<file path="src/bic_pkg.sv">
package bic_pkg;

  // sequencer modes, as seen on the result stream
  localparam logic [1:0] MODE_OFF   = 2'd0;
  localparam logic [1:0] MODE_START = 2'd1;
  localparam logic [1:0] MODE_HEAT  = 2'd2;

  // configuration register indexes
  localparam logic [2:0] CFG_COLD_HEAT  = 3'd0;
  localparam logic [2:0] CFG_COLD_VENT  = 3'd1;
  localparam logic [2:0] CFG_WARM_HEAT  = 3'd2;
  localparam logic [2:0] CFG_WARM_VENT  = 3'd3;
  localparam logic [2:0] CFG_GAIN       = 3'd4;
  localparam logic [2:0] CFG_BAND       = 3'd5;
  localparam logic [2:0] CFG_SP_MIN     = 3'd6;
  localparam logic [2:0] CFG_SP_MAX     = 3'd7;

  localparam int CFG_DATA_BITS = 16;
  localparam int CFG_INDEX_BITS = 3;

  // register reset values
  localparam logic [7:0]  RST_COLD_HEAT = 8'd42;
  localparam logic [7:0]  RST_COLD_VENT = 8'd36;
  localparam logic [7:0]  RST_WARM_HEAT = 8'd27;
  localparam logic [7:0]  RST_WARM_VENT = 8'd22;
  localparam logic [15:0] RST_GAIN      = 16'd3277;
  localparam logic [10:0] RST_BAND      = 11'd200;
  localparam logic [13:0] RST_SP_MIN    = 14'd4500;
  localparam logic [13:0] RST_SP_MAX    = 14'd8000;

  // temperature constants, 0.01 C units
  localparam int SWING       = 200;
  localparam int WATER_RISE  = 10;
  localparam int WATER_FALL  = 2;
  localparam int WATER_FLOOR = 2000;
  localparam int SAFE_MARGIN = 1;
  localparam int TEMP_RESET  = 4000;

  localparam int SP_BITS    = 14;  // setpoint width
  localparam int GAIN_BITS  = 16;  // Q0.16 sensor gain
  localparam int DIV_QBITS  = 14;  // scaled setpoint quotient width
  localparam int OUT_TEMP_BITS = 16;

endpackage

</file>
<file path="src/bic_serial_mul.sv">
// Shift-add multiplier, one multiplier bit per cycle, LSB first.
module bic_serial_mul #(
  parameter int AW = 17,
  parameter int BW = 16
) (
  input  logic             clk,
  input  logic             rst,
  input  logic             start,
  input  logic [AW-1:0]    a,
  input  logic [BW-1:0]    b,
  output logic             done,
  output logic [AW+BW-1:0] product
);

  localparam int CNT_W = (BW > 1) ? $clog2(BW) : 1;
  localparam logic [CNT_W-1:0] CNT_LAST = CNT_W'(BW - 1);

  logic [AW-1:0]    mcand;
  logic [AW-1:0]    acc_hi;
  logic [BW-1:0]    acc_lo;
  logic [CNT_W-1:0] cnt;
  logic             busy;
  logic [AW:0]      sum;

  assign sum = {1'b0, acc_hi} + (acc_lo[0] ? {1'b0, mcand} : '0);

  always_ff @(posedge clk) begin
    if (rst) begin
      busy <= 1'b0;
      done <= 1'b0;
      cnt  <= '0;
    end else begin
      done <= 1'b0;
      if (start) begin
        busy <= 1'b1;
        cnt  <= '0;
      end else if (busy) begin
        cnt <= cnt + 1'b1;
        if (cnt == CNT_LAST) begin
          busy <= 1'b0;
          done <= 1'b1;
        end
      end
    end
  end

  always_ff @(posedge clk) begin
    if (start) begin
      mcand  <= a;
      acc_hi <= '0;
      acc_lo <= b;
    end else if (busy) begin
      acc_hi <= sum[AW:1];
      acc_lo <= {sum[0], acc_lo[BW-1:1]};
    end
  end

  assign product = {acc_hi, acc_lo};

endmodule

</file>
<file path="src/bic_const_div.sv">
// Restoring divider by the constant 2^SW-1, one quotient bit per cycle.
// Caller guarantees x < (2^SW-1) * 2^DIV_QBITS, so the top slice of x
// is already a valid partial remainder.
module bic_const_div import bic_pkg::*; #(
  parameter int SW = 12
) (
  input  logic                    clk,
  input  logic                    rst,
  input  logic                    start,
  input  logic [SW+DIV_QBITS-1:0] x,
  output logic                    done,
  output logic [DIV_QBITS-1:0]    quot
);

  localparam logic [SW:0] DIVISOR = {1'b0, {SW{1'b1}}};
  localparam int CNT_W = $clog2(DIV_QBITS);
  localparam logic [CNT_W-1:0] CNT_LAST = CNT_W'(DIV_QBITS - 1);

  logic [SW-1:0]        rem;
  logic [DIV_QBITS-1:0] qs;
  logic [CNT_W-1:0]     cnt;
  logic                 busy;
  logic [SW:0]          trial;
  logic [SW:0]          diff;
  logic                 ge;

  assign trial = {rem, qs[DIV_QBITS-1]};
  assign ge    = (trial >= DIVISOR);
  assign diff  = trial - DIVISOR;

  always_ff @(posedge clk) begin
    if (rst) begin
      busy <= 1'b0;
      done <= 1'b0;
      cnt  <= '0;
    end else begin
      done <= 1'b0;
      if (start) begin
        busy <= 1'b1;
        cnt  <= '0;
      end else if (busy) begin
        cnt <= cnt + 1'b1;
        if (cnt == CNT_LAST) begin
          busy <= 1'b0;
          done <= 1'b1;
        end
      end
    end
  end

  always_ff @(posedge clk) begin
    if (start) begin
      rem <= x[SW+DIV_QBITS-1:DIV_QBITS];
      qs  <= x[DIV_QBITS-1:0];
    end else if (busy) begin
      rem <= ge ? diff[SW-1:0] : trial[SW-1:0];
      qs  <= {qs[DIV_QBITS-2:0], ge};
    end
  end

  assign quot = qs;

endmodule

</file>
<file path="src/burner_ignition_and_hysteresis_control_top.sv">
// Burner ignition sequencer with hysteresis thermostat. One input transaction
// is one one-second tick (demand level plus a setpoint sample); each tick
// returns exactly one result transaction with mode, burner, vent, water and
// probe temperatures and the scaled setpoint. Temperatures are signed 0.01 C
// values saturated to TEMP_BITS and reported as their low 16 bits. The setpoint
// product runs through a 16-step shift-add multiplier, the divide by full scale
// through a 14-step restoring divider, and while heating the probe lag update
// reuses the same multiplier for another 16 steps. One tick is in flight at a
// time; a finished result sits in the output register so the next tick can
// start while it waits. The user must write configuration through the cfg port
// only while no tick is in progress; the block itself does not enforce this.
module burner_ignition_and_hysteresis_control_top import bic_pkg::*; #(
  parameter int SAMPLE_BITS = 12,
  parameter int TEMP_BITS   = 16
) (
  input  logic                                  clk,
  input  logic                                  rst,
  // input tick: [0] demand, [SAMPLE_BITS:1] setpoint_sample, rest zero
  input  logic                                  s_tvalid,
  output logic                                  s_tready,
  input  logic [((SAMPLE_BITS + 8) / 8) * 8-1:0] s_tdata,
  // result: [1:0] mode, [2] burner_lit, [3] vent_is_open,
  // [19:4] water_level_temp, [35:20] probe_temp, [49:36] setpoint_now
  output logic                                  m_tvalid,
  input  logic                                  m_tready,
  output logic [55:0]                           m_tdata,
  // register write port
  input  logic                                  cfg_wr_en,
  input  logic [CFG_INDEX_BITS-1:0]             cfg_index,
  input  logic [CFG_DATA_BITS-1:0]              cfg_data
);

  // TW: temperature width, at least the 16-bit output width
  localparam int TW = (TEMP_BITS > OUT_TEMP_BITS) ? TEMP_BITS : OUT_TEMP_BITS;
  localparam int DW = TW + 1;        // |delta| magnitude width
  localparam int CW = DW + 2;        // signed working width
  localparam int PW = DW + GAIN_BITS;
  localparam int XW = SAMPLE_BITS + DIV_QBITS;

  localparam logic [XW-1:0] HALF_FULL = XW'((64'd1 << (SAMPLE_BITS - 1)) - 1);
  localparam logic signed [CW-1:0] T_MAX = CW'((64'sd1 <<< (TEMP_BITS - 1)) - 1);
  localparam logic signed [CW-1:0] T_MIN = -T_MAX - CW'(1);
  localparam logic signed [CW-1:0] SWING_C = CW'(SWING);
  localparam logic signed [CW-1:0] MARGIN_C = CW'(SAFE_MARGIN);
  localparam logic signed [CW-1:0] RISE_C = CW'(WATER_RISE);
  localparam logic signed [TEMP_BITS-1:0] FALL_C = TEMP_BITS'(WATER_FALL);
  localparam logic signed [TEMP_BITS-1:0] FLOOR_C = TEMP_BITS'(WATER_FLOOR);
  localparam logic signed [TEMP_BITS-1:0] TRESET_C = TEMP_BITS'(TEMP_RESET);
  localparam logic [PW:0] ROUND_C = (PW + 1)'(32768);

  // tick sequencing states
  localparam logic [2:0] ST_IDLE = 3'd0;
  localparam logic [2:0] ST_MUL1 = 3'd1;  // sample * |max-min|
  localparam logic [2:0] ST_DIV  = 3'd2;  // / full scale
  localparam logic [2:0] ST_SEQ  = 3'd3;  // ignition sequencer step
  localparam logic [2:0] ST_MUL2 = 3'd4;  // probe lag product + hysteresis
  localparam logic [2:0] ST_FIN  = 3'd5;  // water update, result out

  function automatic logic signed [TEMP_BITS-1:0] sat_t(input logic signed [CW-1:0] v);
    logic signed [CW-1:0] r;
    begin
      r = v;
      if (v > T_MAX) r = T_MAX;
      else if (v < T_MIN) r = T_MIN;
      return r[TEMP_BITS-1:0];
    end
  endfunction

  // configuration registers
  logic [7:0]  cold_heat_delay, cold_vent_delay, warm_heat_delay, warm_vent_delay;
  logic [15:0] sensor_gain;
  logic [10:0] hysteresis_band;
  logic [13:0] setpoint_min, setpoint_max;

  always_ff @(posedge clk) begin
    if (rst) begin
      cold_heat_delay <= RST_COLD_HEAT;
      cold_vent_delay <= RST_COLD_VENT;
      warm_heat_delay <= RST_WARM_HEAT;
      warm_vent_delay <= RST_WARM_VENT;
      sensor_gain     <= RST_GAIN;
      hysteresis_band <= RST_BAND;
      setpoint_min    <= RST_SP_MIN;
      setpoint_max    <= RST_SP_MAX;
    end else if (cfg_wr_en) begin
      case (cfg_index)
        CFG_COLD_HEAT: cold_heat_delay <= cfg_data[7:0];
        CFG_COLD_VENT: cold_vent_delay <= cfg_data[7:0];
        CFG_WARM_HEAT: warm_heat_delay <= cfg_data[7:0];
        CFG_WARM_VENT: warm_vent_delay <= cfg_data[7:0];
        CFG_GAIN:      sensor_gain     <= cfg_data[15:0];
        CFG_BAND:      hysteresis_band <= cfg_data[10:0];
        CFG_SP_MIN:    setpoint_min    <= cfg_data[13:0];
        CFG_SP_MAX:    setpoint_max    <= cfg_data[13:0];
        default: ;
      endcase
    end
  end

  // controller state
  logic [2:0]                  state;
  logic [1:0]                  mode_reg;
  logic                        last_demand, cold_start, vent_flag, burner_flag;
  logic [7:0]                  start_seconds;
  logic signed [TEMP_BITS-1:0] water_reg, probe_reg;
  logic [SP_BITS-1:0]          target;
  logic                        dem_reg, span_neg, delta_neg;

  // output register
  logic [1:0]                  out_mode;
  logic                        out_burner, out_vent;
  logic [OUT_TEMP_BITS-1:0]    out_water, out_probe;
  logic [SP_BITS-1:0]          out_sp;

  // serial units
  logic          mul_start, mul_done;
  logic [DW-1:0] mul_a;
  logic [GAIN_BITS-1:0] mul_b;
  logic [PW-1:0] mul_prod;
  logic          div_start, div_done;
  logic [XW-1:0] div_x;
  logic [DIV_QBITS-1:0] div_q;

  bic_serial_mul #(.AW(DW), .BW(GAIN_BITS)) u_mul (
    .clk     (clk),
    .rst     (rst),
    .start   (mul_start),
    .a       (mul_a),
    .b       (mul_b),
    .done    (mul_done),
    .product (mul_prod)
  );

  bic_const_div #(.SW(SAMPLE_BITS)) u_div (
    .clk   (clk),
    .rst   (rst),
    .start (div_start),
    .x     (div_x),
    .done  (div_done),
    .quot  (div_q)
  );

  logic in_fire;
  logic in_demand;
  logic [SAMPLE_BITS-1:0] in_sample;
  logic signed [SP_BITS:0] span;
  logic [SP_BITS-1:0] span_mag;

  assign s_tready  = (state == ST_IDLE);
  assign in_fire   = s_tvalid && s_tready;
  assign in_demand = s_tdata[0];
  assign in_sample = s_tdata[SAMPLE_BITS:1];
  assign span      = $signed({1'b0, setpoint_max}) - $signed({1'b0, setpoint_min});
  assign span_mag  = span[SP_BITS] ? SP_BITS'(-span) : span[SP_BITS-1:0];

  assign div_start = (state == ST_MUL1) && mul_done;
  assign div_x     = mul_prod[XW-1:0] + HALF_FULL;

  // sequencer step, evaluated in ST_SEQ
  logic [1:0]                  sq_mode;
  logic                        sq_cold, sq_vent, sq_burner;
  logic [7:0]                  sq_secs;
  logic signed [TEMP_BITS-1:0] sq_probe;
  logic signed [CW-1:0]        tgt_s, band_s, sq_delta;
  logic [DW-1:0]               sq_delta_mag;

  assign tgt_s  = CW'($signed({1'b0, target}));
  assign band_s = CW'($signed({1'b0, hysteresis_band}));

  always_comb begin
    logic [7:0]           vd, hd;
    logic [11:0]          band_up;
    logic signed [CW-1:0] safe, base, clamp, ref_t;
    sq_mode   = mode_reg;
    sq_cold   = cold_start;
    sq_vent   = vent_flag;
    sq_burner = burner_flag;
    sq_secs   = start_seconds;
    sq_probe  = probe_reg;
    vd    = cold_start ? cold_vent_delay : warm_vent_delay;
    hd    = cold_start ? cold_heat_delay : warm_heat_delay;
    // half band rounded up, one bit wider so a full-scale band cannot wrap
    band_up = {1'b0, hysteresis_band} + 12'd1;
    safe  = tgt_s - CW'($signed({1'b0, band_up[11:1]})) - MARGIN_C;
    base  = cold_start ? CW'(water_reg) : CW'(probe_reg);
    clamp = (base < safe) ? base : safe;
    case (mode_reg)
      MODE_START: begin
        if (!dem_reg) begin
          sq_mode = MODE_OFF;
          sq_vent = 1'b0;
        end else begin
          if (start_seconds != 8'hFF) sq_secs = start_seconds + 8'd1;
          if (sq_secs >= vd) sq_vent = 1'b1;
          if (sq_secs >= hd) begin
            // fire: pull the probe below the lower band edge
            sq_mode   = MODE_HEAT;
            sq_burner = 1'b1;
            sq_probe  = sat_t(clamp);
          end
        end
      end
      MODE_HEAT: begin
        if (!dem_reg) begin
          sq_mode   = MODE_OFF;
          sq_burner = 1'b0;
          sq_vent   = 1'b0;
        end
      end
      default: begin
        // off, and the unused code: only a demand rise starts a cold sequence
        sq_mode = MODE_OFF;
        if (dem_reg && !last_demand) begin
          sq_mode = MODE_START;
          sq_secs = 8'd0;
          sq_cold = 1'b1;
          sq_vent = 1'b0;
        end
      end
    endcase
    if (sq_mode != MODE_HEAT) sq_burner = 1'b0;
    ref_t        = sq_burner ? tgt_s + SWING_C : tgt_s - SWING_C;
    sq_delta     = ref_t - CW'(sq_probe);
    sq_delta_mag = sq_delta[CW-1] ? DW'(-sq_delta) : DW'(sq_delta);
  end

  assign mul_start = in_fire || ((state == ST_SEQ) && (sq_mode == MODE_HEAT));
  assign mul_a     = (state == ST_IDLE) ? DW'(span_mag) : sq_delta_mag;
  assign mul_b     = (state == ST_IDLE) ? GAIN_BITS'(in_sample) : sensor_gain;

  // probe lag update and hysteresis, evaluated on the second product
  logic [PW:0]                 rnd_sum;
  logic signed [CW-1:0]        step_q, probe_new_w;
  logic signed [TEMP_BITS-1:0] probe_new;
  logic                        hy_off, hy_relight;

  assign rnd_sum     = {1'b0, mul_prod} + ROUND_C;
  assign step_q      = CW'(rnd_sum[PW:GAIN_BITS]);
  assign probe_new_w = delta_neg ? CW'(probe_reg) - step_q : CW'(probe_reg) + step_q;
  assign probe_new   = sat_t(probe_new_w);
  assign hy_off      = burner_flag && ((CW'(probe_new) <<< 1) >= ((tgt_s <<< 1) + band_s));
  assign hy_relight  = !burner_flag && ((CW'(probe_new) <<< 1) <= ((tgt_s <<< 1) - band_s));

  // water: rise while lit, slow fall above the floor
  logic signed [TEMP_BITS-1:0] water_next;
  always_comb begin
    water_next = water_reg;
    if (burner_flag) water_next = sat_t(CW'(water_reg) + RISE_C);
    else if (water_reg > FLOOR_C) water_next = water_reg - FALL_C;
  end

  logic out_load;
  logic signed [TW-1:0] water_x, probe_x;
  assign out_load = (state == ST_FIN) && (!m_tvalid || m_tready);
  assign water_x  = TW'(water_next);
  assign probe_x  = TW'(probe_reg);

  always_ff @(posedge clk) begin
    if (rst) begin
      state         <= ST_IDLE;
      mode_reg      <= MODE_OFF;
      last_demand   <= 1'b0;
      start_seconds <= 8'd0;
      cold_start    <= 1'b0;
      vent_flag     <= 1'b0;
      burner_flag   <= 1'b0;
      water_reg     <= TRESET_C;
      probe_reg     <= TRESET_C;
    end else begin
      case (state)
        ST_IDLE: begin
          if (in_fire) state <= ST_MUL1;
        end
        ST_MUL1: begin
          if (mul_done) state <= ST_DIV;
        end
        ST_DIV: begin
          if (div_done) state <= ST_SEQ;
        end
        ST_SEQ: begin
          mode_reg      <= sq_mode;
          cold_start    <= sq_cold;
          vent_flag     <= sq_vent;
          burner_flag   <= sq_burner;
          start_seconds <= sq_secs;
          probe_reg     <= sq_probe;
          last_demand   <= dem_reg;
          state         <= (sq_mode == MODE_HEAT) ? ST_MUL2 : ST_FIN;
        end
        ST_MUL2: begin
          if (mul_done) begin
            probe_reg <= probe_new;
            if (hy_off) begin
              burner_flag <= 1'b0;
            end else if (hy_relight) begin
              // warm relight request
              mode_reg      <= MODE_START;
              cold_start    <= 1'b0;
              start_seconds <= 8'd0;
              vent_flag     <= 1'b0;
            end
            state <= ST_FIN;
          end
        end
        ST_FIN: begin
          if (out_load) begin
            water_reg <= water_next;
            state     <= ST_IDLE;
          end
        end
        default: state <= ST_IDLE;
      endcase
    end
  end

  // result valid: set on load, cleared once taken
  always_ff @(posedge clk) begin
    if (rst) begin
      m_tvalid <= 1'b0;
    end else if (out_load) begin
      m_tvalid <= 1'b1;
    end else if (m_tready) begin
      m_tvalid <= 1'b0;
    end
  end

  // payload registers
  always_ff @(posedge clk) begin
    if (in_fire) begin
      dem_reg  <= in_demand;
      span_neg <= span[SP_BITS];
    end
    if (div_done) begin
      target <= span_neg ? setpoint_min - div_q : setpoint_min + div_q;
    end
    if (state == ST_SEQ) delta_neg <= sq_delta[CW-1];
    if (out_load) begin
      out_mode   <= mode_reg;
      out_burner <= burner_flag;
      out_vent   <= vent_flag;
      out_water  <= water_x[OUT_TEMP_BITS-1:0];
      out_probe  <= probe_x[OUT_TEMP_BITS-1:0];
      out_sp     <= target;
    end
  end

  assign m_tdata = {6'd0, out_sp, out_probe, out_water, out_vent, out_burner, out_mode};

endmodule
</file>
<file path="config.mk">
export PLATFORM = sky130hd
export DESIGN_NAME = burner_ignition_and_hysteresis_control_top
export DESIGN_NICKNAME = d
export VERILOG_FILES = /design/src/bic_pkg.sv /design/src/bic_serial_mul.sv /design/src/bic_const_div.sv /design/src/burner_ignition_and_hysteresis_control_top.sv
export SDC_FILE = /design/constraint.sdc
export NUM_CORES = 1
export LEC_CHECK = 0
export CORE_MARGIN = 5
export CORE_UTILIZATION = 55
export CTS_CLUSTER_SIZE = 28
export DETAILED_ROUTE_END_ITERATION = 6
export DONT_BUFFER_PORTS = 1
export PLACE_DENSITY = 0.7
export SYNTH_ARGS = -nofsm -noshare
export SYNTH_HDL_FRONTEND = slang
export SYNTH_SLANG_ARGS = --single-unit
</file>
<file path="constraint.sdc">
create_clock -name clk -period 9.9 [get_ports clk]
set_clock_uncertainty 0.05 [all_clocks]
set_input_delay 0.99 -clock clk [delete_from_list [all_inputs] [get_ports clk]]
set_output_delay 0.99 -clock clk [all_outputs]
set_load 0.01 [all_outputs]
</file>
== After elaboration in Yosys (flattened, before gate mapping) ==
Cells that the tools add are included.
Widths: inputs -> output; s select.

* Register bits after elaboration: 292
* Bits of input ports: 40
* Output and inout port bits: 58
* Word-level logic and storage cells: 241

* Add/subtract/negate cells: 24
* Magnitude comparators: 13
* Equal/unequal tests: 35
* Muxes and demuxes: 88
* Bitwise operators: 2
* Reductions and logical operators: 39

{| class="wikitable"
|+ Operators with widths
! operator !! number
|-
| $mux 16 || 15
|-
| $mux 8 || 10
|-
| $mux 19 || 4
|-
| $mux 14 || 5
|-
| $gt 19x16->1 const B || 2
|-
| $lt 19x16->1 const B || 2
|-
| $mux 12 || 3
|-
| $add 33x16->34 const B || 1
|-
| $mux 17 || 2
|-
| $pmux 16 s2 || 1
|-
| $pmux 8 s2 || 2
|-
| $mux 1 || 27
|-
| $add 26x11->26 const B || 1
|-
| $reduce_and 2->1 || 10
|-
| $add 16x19->19 || 1
|-
| $lt 19x16->1 || 1
|-
| $sub 16x19->19 || 1
|-
| $sub 19x16->19 || 1
|-
| $add 17x18->18 || 1
|-
| $eq 3x3->1 const B || 6
|-
| $pmux 3 s6 || 1
|-
| $add 16x5->17 const B || 1
|-
| $ge 17x17->1 || 1
|-
| $gt 17x16->1 const B || 1
|-
| 50 further kinds || 101
|}

== Logic depth before layout (Yosys ltp) ==
Gate-level depths: netlist (run 1).

* Depth in word-level cells: 15
* Mapped depth: 38
* Gate-level depth less buffers: 34

== Hierarchy ==
Synthesis (run 1) repeated with hierarchy kept, for this count alone.

* Cell total of the unflattened synthesis: 2858
* Area total of the unflattened synthesis: 23551.3 µm²

{| class="wikitable"
|+ Modules (own cells, without submodules)
! module !! instances !! cells each !! area an instance (µm²) !! sequential area each (µm²)
|-
| burner_ignition_and_hysteresis_control_top || 1 || 2440 || 18834.3 || 4754.6
|-
| bic_serial_mul || 1 || 275 || 3052.9 || 1451.4
|-
| bic_const_div || 1 || 143 || 1664.1 || 900.9
|}

== Worst setup path after synthesis (run 1) ==
OpenSTA, ideal clock, no wires.

* Kind: flip-flop to flip-flop
* Start: register hysteresis_band[1]
* End: register u_mul.mcand[15] (data pin)
* Setup time: 270 ps
* Data arrival time: 7496 ps
* Required time: 9580 ps
* Setup slack: 2084 ps
* Cell stages (with the launch flop): 33
* Path buffers: 1
* Clock period less this slack: 7816 ps
* Cells stage by stage: dfxtp_1 -> ha_1 -> nand2_1 -> nor2_1 -> nand3_1 -> xnor2_1 -> ha_1 -> a21o_1 -> nor3_1 -> a21o_1 -> xnor2_1 -> or3_1 -> nor4b_1 -> xor2_1 -> ha_1 -> a21oi_1 -> a21oi_1 -> a2111oi_0 -> mux2i_1 -> or2_2 -> clkbuf_1 -> a21oi_1 -> mux2i_1 -> ha_1 -> o21a_1 -> o31a_1 -> o21ai_0 -> or3b_1 -> a2111oi_2 -> nand4b_1 -> o41ai_1 -> xor2_1 -> nor2_1

* Cells in the longest elaborated chain, start to end: 14
* Elaborated cells on any way between the ends: 15
* Those cells by class: 5 x add/sub; 3 x order compare; 7 x mux

{| class="wikitable"
|+ RTL lines
! item !! line !! RTL
|-
| from (decl) || burner_ignition_and_hysteresis_control_top.sv:72 || <nowiki>logic [10:0] hysteresis_band;</nowiki>
|-
| from (signal assigned) || burner_ignition_and_hysteresis_control_top.sv:92 || <nowiki>CFG_BAND: hysteresis_band <= cfg_data[10:0];</nowiki>
|-
| $add 11x1->12 * || burner_ignition_and_hysteresis_control_top.sv:183 || <nowiki>band_up = {1'b0, hysteresis_band} + 12'd1;</nowiki>
|-
| $sub 14x11->15 * || burner_ignition_and_hysteresis_control_top.sv:184 || <nowiki>safe = tgt_s - CW'($signed({1'b0, band_up[11:1]})) - MARGIN_C;</nowiki>
|-
| $sub 15x2->16 * || burner_ignition_and_hysteresis_control_top.sv:184 ||
|-
| $lt 19x16->1 || burner_ignition_and_hysteresis_control_top.sv:186 || <nowiki>clamp = (base < safe) ? base : safe;</nowiki>
|-
| $mux 19 * || burner_ignition_and_hysteresis_control_top.sv:186 ||
|-
| $lt 19x16->1 || burner_ignition_and_hysteresis_control_top.sv:64 || <nowiki>else if (v < T_MIN) r = T_MIN;</nowiki>
|-
| $mux 16 || burner_ignition_and_hysteresis_control_top.sv:64 ||
|-
| $mux 16 * || burner_ignition_and_hysteresis_control_top.sv:63 || <nowiki>if (v > T_MAX) r = T_MAX;</nowiki>
|-
| $mux 16 * || burner_ignition_and_hysteresis_control_top.sv:195 || <nowiki>if (sq_secs >= hd) begin</nowiki>
|-
| $mux 16 * || burner_ignition_and_hysteresis_control_top.sv:189 || <nowiki>if (!dem_reg) begin</nowiki>
|-
| $mux 16 * || burner_ignition_and_hysteresis_control_top.sv:187 || <nowiki>case (mode_reg)</nowiki>
|-
| $sub 19x16->19 * || burner_ignition_and_hysteresis_control_top.sv:223 || <nowiki>sq_delta = ref_t - CW'(sq_probe);</nowiki>
|-
| $neg 17->17 || burner_ignition_and_hysteresis_control_top.sv:224 || <nowiki>sq_delta_mag = sq_delta[CW-1] ? DW'(-sq_delta) : DW'(sq_delta);</nowiki>
|-
| $mux 17 * || burner_ignition_and_hysteresis_control_top.sv:224 ||
|-
| to (signal assigned) || bic_serial_mul.sv:49 || <nowiki>mcand <= a;</nowiki>
|-
| to (decl) || bic_serial_mul.sv:18 || <nowiki>logic [AW-1:0] mcand;</nowiki>
|}

Mark *: on every way between the ends. The rest lies on a longest branch, timed or not.
A chain may end at the register's enable or synchronous reset.

== Worst setup path after layout (run 1) ==
* Start: register hysteresis_band[0]
* End: register u_mul.mcand[15] (data pin)

Same word-level chain as after synthesis.

==> results of run 1 <==
==> through the flow <==
stage / instances / cell area, µm² / utilization (%)
floorplan: 2784 / 23000 / -
global placement: 3196 / 23200 / 56.4
detailed placement: 3196 / 23200 / 56.4
CTS: 3260 / 24400 / 59.4
global route: 3260 / 24400 / 59.4
finish: 3260 / 24400 / 59.4
==> metal layers <==
metal  up-vias  wire (µm)
li1       9792          -
met1      9492      29400
met2       685      29800
met3       132       3970
met4         0       2100
met5         -          0
==> worst max-delay path, delay by kind of cell (launching register included) <==
family          cells  cell delay, ns
xor+xnor            4            0.67
buf+inv             1            0.07
simple gates       11            2.81
flops               1            0.54
mux                 1            0.35
compound gates     11            3.06
fa+ha+maj           5            1.49
==> worst min-delay path by stage <==
stage	startpoint	to	slack (ns)	depth (start not counted)
finish	vent_flag	out_vent	0.38	0
global route	vent_flag	out_vent	0.39	0
CTS	vent_flag	out_vent	0.39	0
detailed placement	vent_flag	out_vent	0.38	0
global placement	warm_heat_delay[2]	warm_heat_delay[2]	0.39	2
floorplan	vent_flag	out_vent	0.35	0
==> repair_timing <==
action	CTS	global route
setup endpoints to repair	0	9
resized for setup	0	2
hold buffers	0	0
==> cell usage in the layout, fill, tap and decap left out, types with 84 or more instances in the layout <==
master / Yosys / final
nand3_1: 100 / 100
dfxtp_1: 166 / 165
edfxtp_1: 126 / 126
nor2_1: 244 / 244
ha_1: 192 / 192
o21ai_0: 123 / 123
xor2_1: 84 / 84
nand2_1: 338 / 338
xnor2_1: 153 / 153
a21oi_1: 208 / 208
inv_1: 117 / 115
==> cell usage after synthesis (all sizes together) (37+ instances only) <==
library cell / count / area [µm²]
xnor2: 155 / 1370
xor2: 84 / 736
nor2: 245 / 922
ha: 192 / 2400
nand3: 103 / 538
and2: 38 / 238
nor2b: 38 / 238
o21ai: 138 / 691
edfxtp: 126 / 3780
nand2b: 39 / 244
clkbuf: 104 / 402
nor3: 79 / 400
a21oi: 209 / 1050
dfxtp: 166 / 3320
mux2i: 66 / 661
a31oi: 37 / 231
inv: 117 / 439
nand2: 339 / 1280
==> cell families after synthesis <==
logic type	Yosys count
compound gates	646
xor+xnor	239
fa+ha+maj	201
buf+inv	257
flops	292
mux	87
other cells	1
simple gates	1056
==> cell type report <==
cell class / count / area [µm²]
inverters: 119 / 447
repair buffers: 18 / 135
well taps: 532 / 666
clock inverters: 15 / 198
multi-input cells: 2235 / 14800
fillers: 3671 / 16700
flip-flops and latches: 292 / 7110
clock buffers: 49 / 1040
==> report_power, final <==
part | leakage [nW] | internal (mW) | switching (mW)
sequential | 2.51 | 1.30 | 0.0660
combinational | 6.31 | 0.374 | 0.569
clock | 0.608 | 0.823 | 0.551
==> results.md, run 1 <==
- Synth Register Bits: 292
- Die Y-Extent: roughly 210 µm
- CTS max path bufs: 3
- Max incr delay on CP: 0.55 ns
- Synth Area in Adders: approximately 11%
- Starting Density: between 50% and 60%
- Grt total ovfl: 0
- Max rail drop VDD: 0.000143 V
- Post-CTS setup buffers: 0
- Post-synth EDFFs: between 100 and 150
- Fraction of registers with async set/reset: 0%
- Cell mode on critical path: ha_1
- Root buffer cell: clkbuf_16
- First-pass GRT wire length: slightly above 100,000 µm
- Post-DR wirelength/cell: 20.0 µm
- Final WL: between 60,000 and 70,000 µm
- Lkg Pwr: 9.43 nW
- Inserted Clock Buffers: 35
- Synthesis-to-finish area growth: 6.31%
- Grt met2 use: roughly 45%
- Dpl ws: about 0.65 ns
- Post-Syn Instances: 2,779
- Clock latency on the worst-skew pair: about 0.57 ns
- Final Power: 3.68 mW
- Hold slack: 0.382 ns
- Req. time, crit path: approximately 10 ns
- CP Max Fanout: 22
- RR Endpoint: u_mul.mcand[15]
- Via count: just over 20,000
- Met3 Usage GRT: under 10%
- Grt met1 use: 37.7%
- Die X-Extent: roughly 210 µm
- Synth warnings: 0
- Crit path kind: flop to flop
- Diodes inserted: 0
- Largest registers in the final layout: u_mul.acc_hi (17), u_mul.mcand (17)
- Setup TNS: 0 ns
- Final-report setup violation count: 0
- Via-per-instance ratio: 6.17
- Worst Reg-to-Reg Cells: 33
- Pwr/cell area: 151 mW/mm²
- Initial DRC Count: about 1,700
- Clk sinks: about 300
- Main combinational cell family by area after synthesis: simple AND/OR/NAND/NOR gates
- Clk pin slew, worst setup/hold paths: around 0.060 ns
- Post-DRT Antenna Nets: 0
- Maxcap violations: 0
- IO Port Bufs: 0
- DRC viols: 0
- Fin crit period: a little over 9 ns
- XOR/XNOR share of the synthesized area: a little under a tenth
- Pin count of the biggest net entering global routing: 99
- Setup slack after layout: approximately 0.57 ns
- CTS H-tree depth: 2
- GRT busiest layer: met2
- Crit start category: flop
- RSZ-0062 raised after global routing: false
- Status: complete, no violations
- Vias in the first global route: approximately 19,000
- CP startpoint: hysteresis_band[0]
- GPL Wtd Cong: about 0.98
- Syn_area_per_cell: a little over 8 µm²
- I/O pin count: 98
- GR Util All Layers: 27.4%
- Crit end category: flop
- Synth cell types: 96
- Rows: 74
- Slew @ Worst Pin: 1.17 ns
- Relative slew slack: between 20% and 30%
- Layout Nets: between 2,000 and 3,000
- Sequential-to-total area share from yosys stat: a little under a third
- Die area: around 0.046 mm²
- Worst r2r src: hysteresis_band[0]
- Post-synthesis compound-gate area fraction: a little under a fifth
- Ratio of cells with drive above 1 in the final layout: under 10%
- Max Slew Vio Count: 0
- Initial antenna violation count: 0
- WP data arrival: 9.57 ns
- DP Wirelength: 50,000 µm
- Most used DFF post-synth: dfxtp_1
- CTS tree: built
- Core area: between 0.04 and 0.05 mm²
- CP Capture Point: u_mul.mcand[15]
- Worst min-delay path class: flop to flop
- Hold Vio Cnt, Final: 0
- Drt pass-1 iters: 6
- Worst path slowest cell: nor4b_1
- F_max: ~0.11 GHz
- Synth Area in Simple Gates: between 20 and 25%
- Synth Cell Area: ~0.023 mm²
- Final Cycle Share: a little over nine tenths
- Mux cell area share after synthesis: between 3 and 4%
- R2R setup slack: 0.57 ns
Note: power is estimated with default switching activity, not from simulation.
==> inputs of run 2 (changes only) <==
Settings changed: CORE_UTILIZATION 55 to 40, PLACE_DENSITY 0.7 to unset.
==> results.md, run 2 (synthesized netlist as in run 1, its figures left out) <==
- Cell mode on critical path: ha_1
- Core area: 0.0566 mm² (+38%)
- Pin count of the biggest net entering global routing: 99 (unchanged)
- CTS max path bufs: 3 (unchanged)
- Worst min-delay path class: flop to flop
- Commonest cells after routing, fill and taps aside: nand2_1 (338), nor2_1 (244), a21oi_1 (208), ha_1 (192), dfxtp_1 (165)
- Ratio of cells with drive above 1 in the final layout: 5.70% (+0.17 points)
- Hold Vio Cnt, Final: 0 (unchanged)
- Crit start category: flop
- Vias in the first global route: 18,700 (-1.2%)
- Die Y-Extent: 250 µm (+16%)
- Clk pin slew, worst setup/hold paths: 0.06 ns (about the same)
- Root buffer cell: clkbuf_16
- GR Util All Layers: 20.6% (-6.8 points)
- WP data arrival: 9.31 ns (-0.26 ns)
- Starting Density: 40.6% (-15 points)
- Inserted Clock Buffers: 36 (+2.9%)
- IO Port Bufs: 0 (unchanged)
- Initial DRC Count: 1,273 (-26%)
- Slew @ Worst Pin: 1.06 ns (-0.111 ns)
- Max rail drop VDD: 0.000137 V (-4.3%)
- Drt pass-1 iters: 7 (+1)
- First-pass GRT wire length: 104,000 µm (+1.2%)
- Lkg Pwr: 9.42 nW (about the same)
- F_max: 0.110 GHz (+2.8%)
- Storage cell area: 0.00711 mm² (unchanged)
- DRC viols: 0 (unchanged)
- Req. time, crit path: 10.14 ns (about the same)
- Largest registers in the final layout: u_mul.acc_hi (17), u_mul.mcand (17)
- Status: complete, no violations
- Via count: 19,800 (-1.4%)
- Clock latency on the worst-skew pair: 0.56 ns (about the same)
- Worst path slowest cell: dfxtp_1
- Grt total ovfl: 0 (unchanged)
- Final Cycle Share: 91.6% (-2.6 points)
- Post-DRT Antenna Nets: 0 (unchanged)
- DP Wirelength: 51,800 µm (+3.7%)
- Final Util: 43.6% (-16 points)
- Post-DR wirelength/cell: 19.2 µm (-4.0%)
- Pwr/cell area: 147 mW/mm² (-2.7%)
- Die X-Extent: 250 µm (+16%)
- Die area: 0.0624 mm² (+36%)
- CP Max Fanout: 22 (unchanged)
- Multi-input combinational cell area: 0.0148 mm² (about the same)
- Clk sinks: 292 (unchanged)
- CTS tree: built
- Initial antenna violation count: 0 (unchanged)
- Via-per-instance ratio: 5.68 (-7.9%)
- Max incr delay on CP: 0.54 ns (about the same)
- Most common cell after layout, fill and taps aside: nand2_1
- Synthesis-to-finish area growth: 7.47%
- Final-report setup violation count: 0 (unchanged)
- RSZ-0062 raised after global routing: false
- GPL Wtd Cong: 0.924 (-5.5%)
- Max Slew Vio Count: 0 (unchanged)
- Diodes inserted: 0 (unchanged)
- Fin crit period: 9.07 ns (-0.257 ns)
- Maxcap violations: 0 (unchanged)
- Crit path kind: flop to flop
- I/O pin count: 98 (unchanged)
- Setup TNS: 0 ns (unchanged)
- Crit end category: flop
- CTS H-tree depth: 2 (unchanged)
- Layout Nets: 2,950 (+0.27%)
- Post-CTS setup buffers: 0 (unchanged)
- FILL cells: 5,707 (+55%)
- Rows: 87 (+18%)
- Relative slew slack: 29.2% (+7.5 points)
- Final WL: 67,100 µm (+2.9%)
run 2: cell types whose count changed in the layout (fill, tap and decap cells not counted), moves of 2 or more:
| cell | before | now |
|---|---|---|
| clkbuf_8 | 7 | 10 |
| clkbuf_1 | 5 | 9 |
| clkinvlp_4 | 1 | 3 |
| buf_4 | 18 | 25 |
| clkinv_2 | 4 | 2 |
| bufinv_16 | 3 | 1 |
run 2: area by class of cell:
type / instances / share of cell area (%)
multi-input combinational: 2235 / 60.1
sequential: 292 / 28.8
clock buffer: 55 / 4.34
tap: 756 / 3.83
inverter: 119 / 1.81
timing repair buffer: 25 / 0.760
clock inverter: 10 / 0.415
run 2: power breakdown:
part	internal (mW)	switching (mW)	leakage (nW)	total, mW
logic	0.374	0.561	6.35	0.934
registers	1.30	0.0672	2.51	1.37
clock network	0.777	0.544	0.569	1.32
total	2.45	1.17	9.42	3.62
run 2: repair_timing:
action                     CTS  global route
setup endpoints to repair    0             5
resized for setup            0             1
hold buffers                 0             0
run 2: worst paths after layout:
| kind | endpoint | cells after the start | slack (ns) | start |
|---|---|---|---|---|
| setup / recovery | u_mul.mcand[15] | 32 | 0.83 | hysteresis_band[0] |
| hold reg to reg | out_vent | 0 | 0.39 | vent_flag |
| setup reg to reg | u_mul.mcand[15] | 32 | 0.83 | hysteresis_band[0] |
| hold / removal | out_vent | 0 | 0.39 | vent_flag |
run 2: critical path: cells and delay by family, from the launching register on:
family / cells / cell delay (ns)
compound gates: 9 / 2.61
xor+xnor: 4 / 0.63
fa+ha+maj: 4 / 1.10
flops: 1 / 0.54
mux: 2 / 0.63
simple gates: 13 / 3.22
run 2: metrics by stage:
stage / instance area, µm² / worst slack [ns] / power [mW] / hold WS (ns) / instances
after detailed placement: 23500 / 0.801 / 2.31 / 0.383 / 3427
after floorplan: 23000 / 2.08 / 2.09 / 0.351 / 2784
final: 24700 / 0.830 / 3.62 / 0.386 / 3492
after global placement: 23500 / 0.887 / 2.28 / 0.381 / 3427
after global routing: 24700 / 0.0447 / 3.81 / 0.422 / 3492
after CTS: 24700 / 0.758 / 3.64 / 0.397 / 3492
run 2: routing by layer:
layer | global-route usage (%) | vias up | share of wire (%)
li1 | - | 9821 | -
met1 | 28.2 | 9442 | 47
met2 | 34.0 | 465 | 46
met3 | 3.15 | 92 | 4.6
met4 | 5.35 | 0 | 2.5
met5 | 0 | - | 0
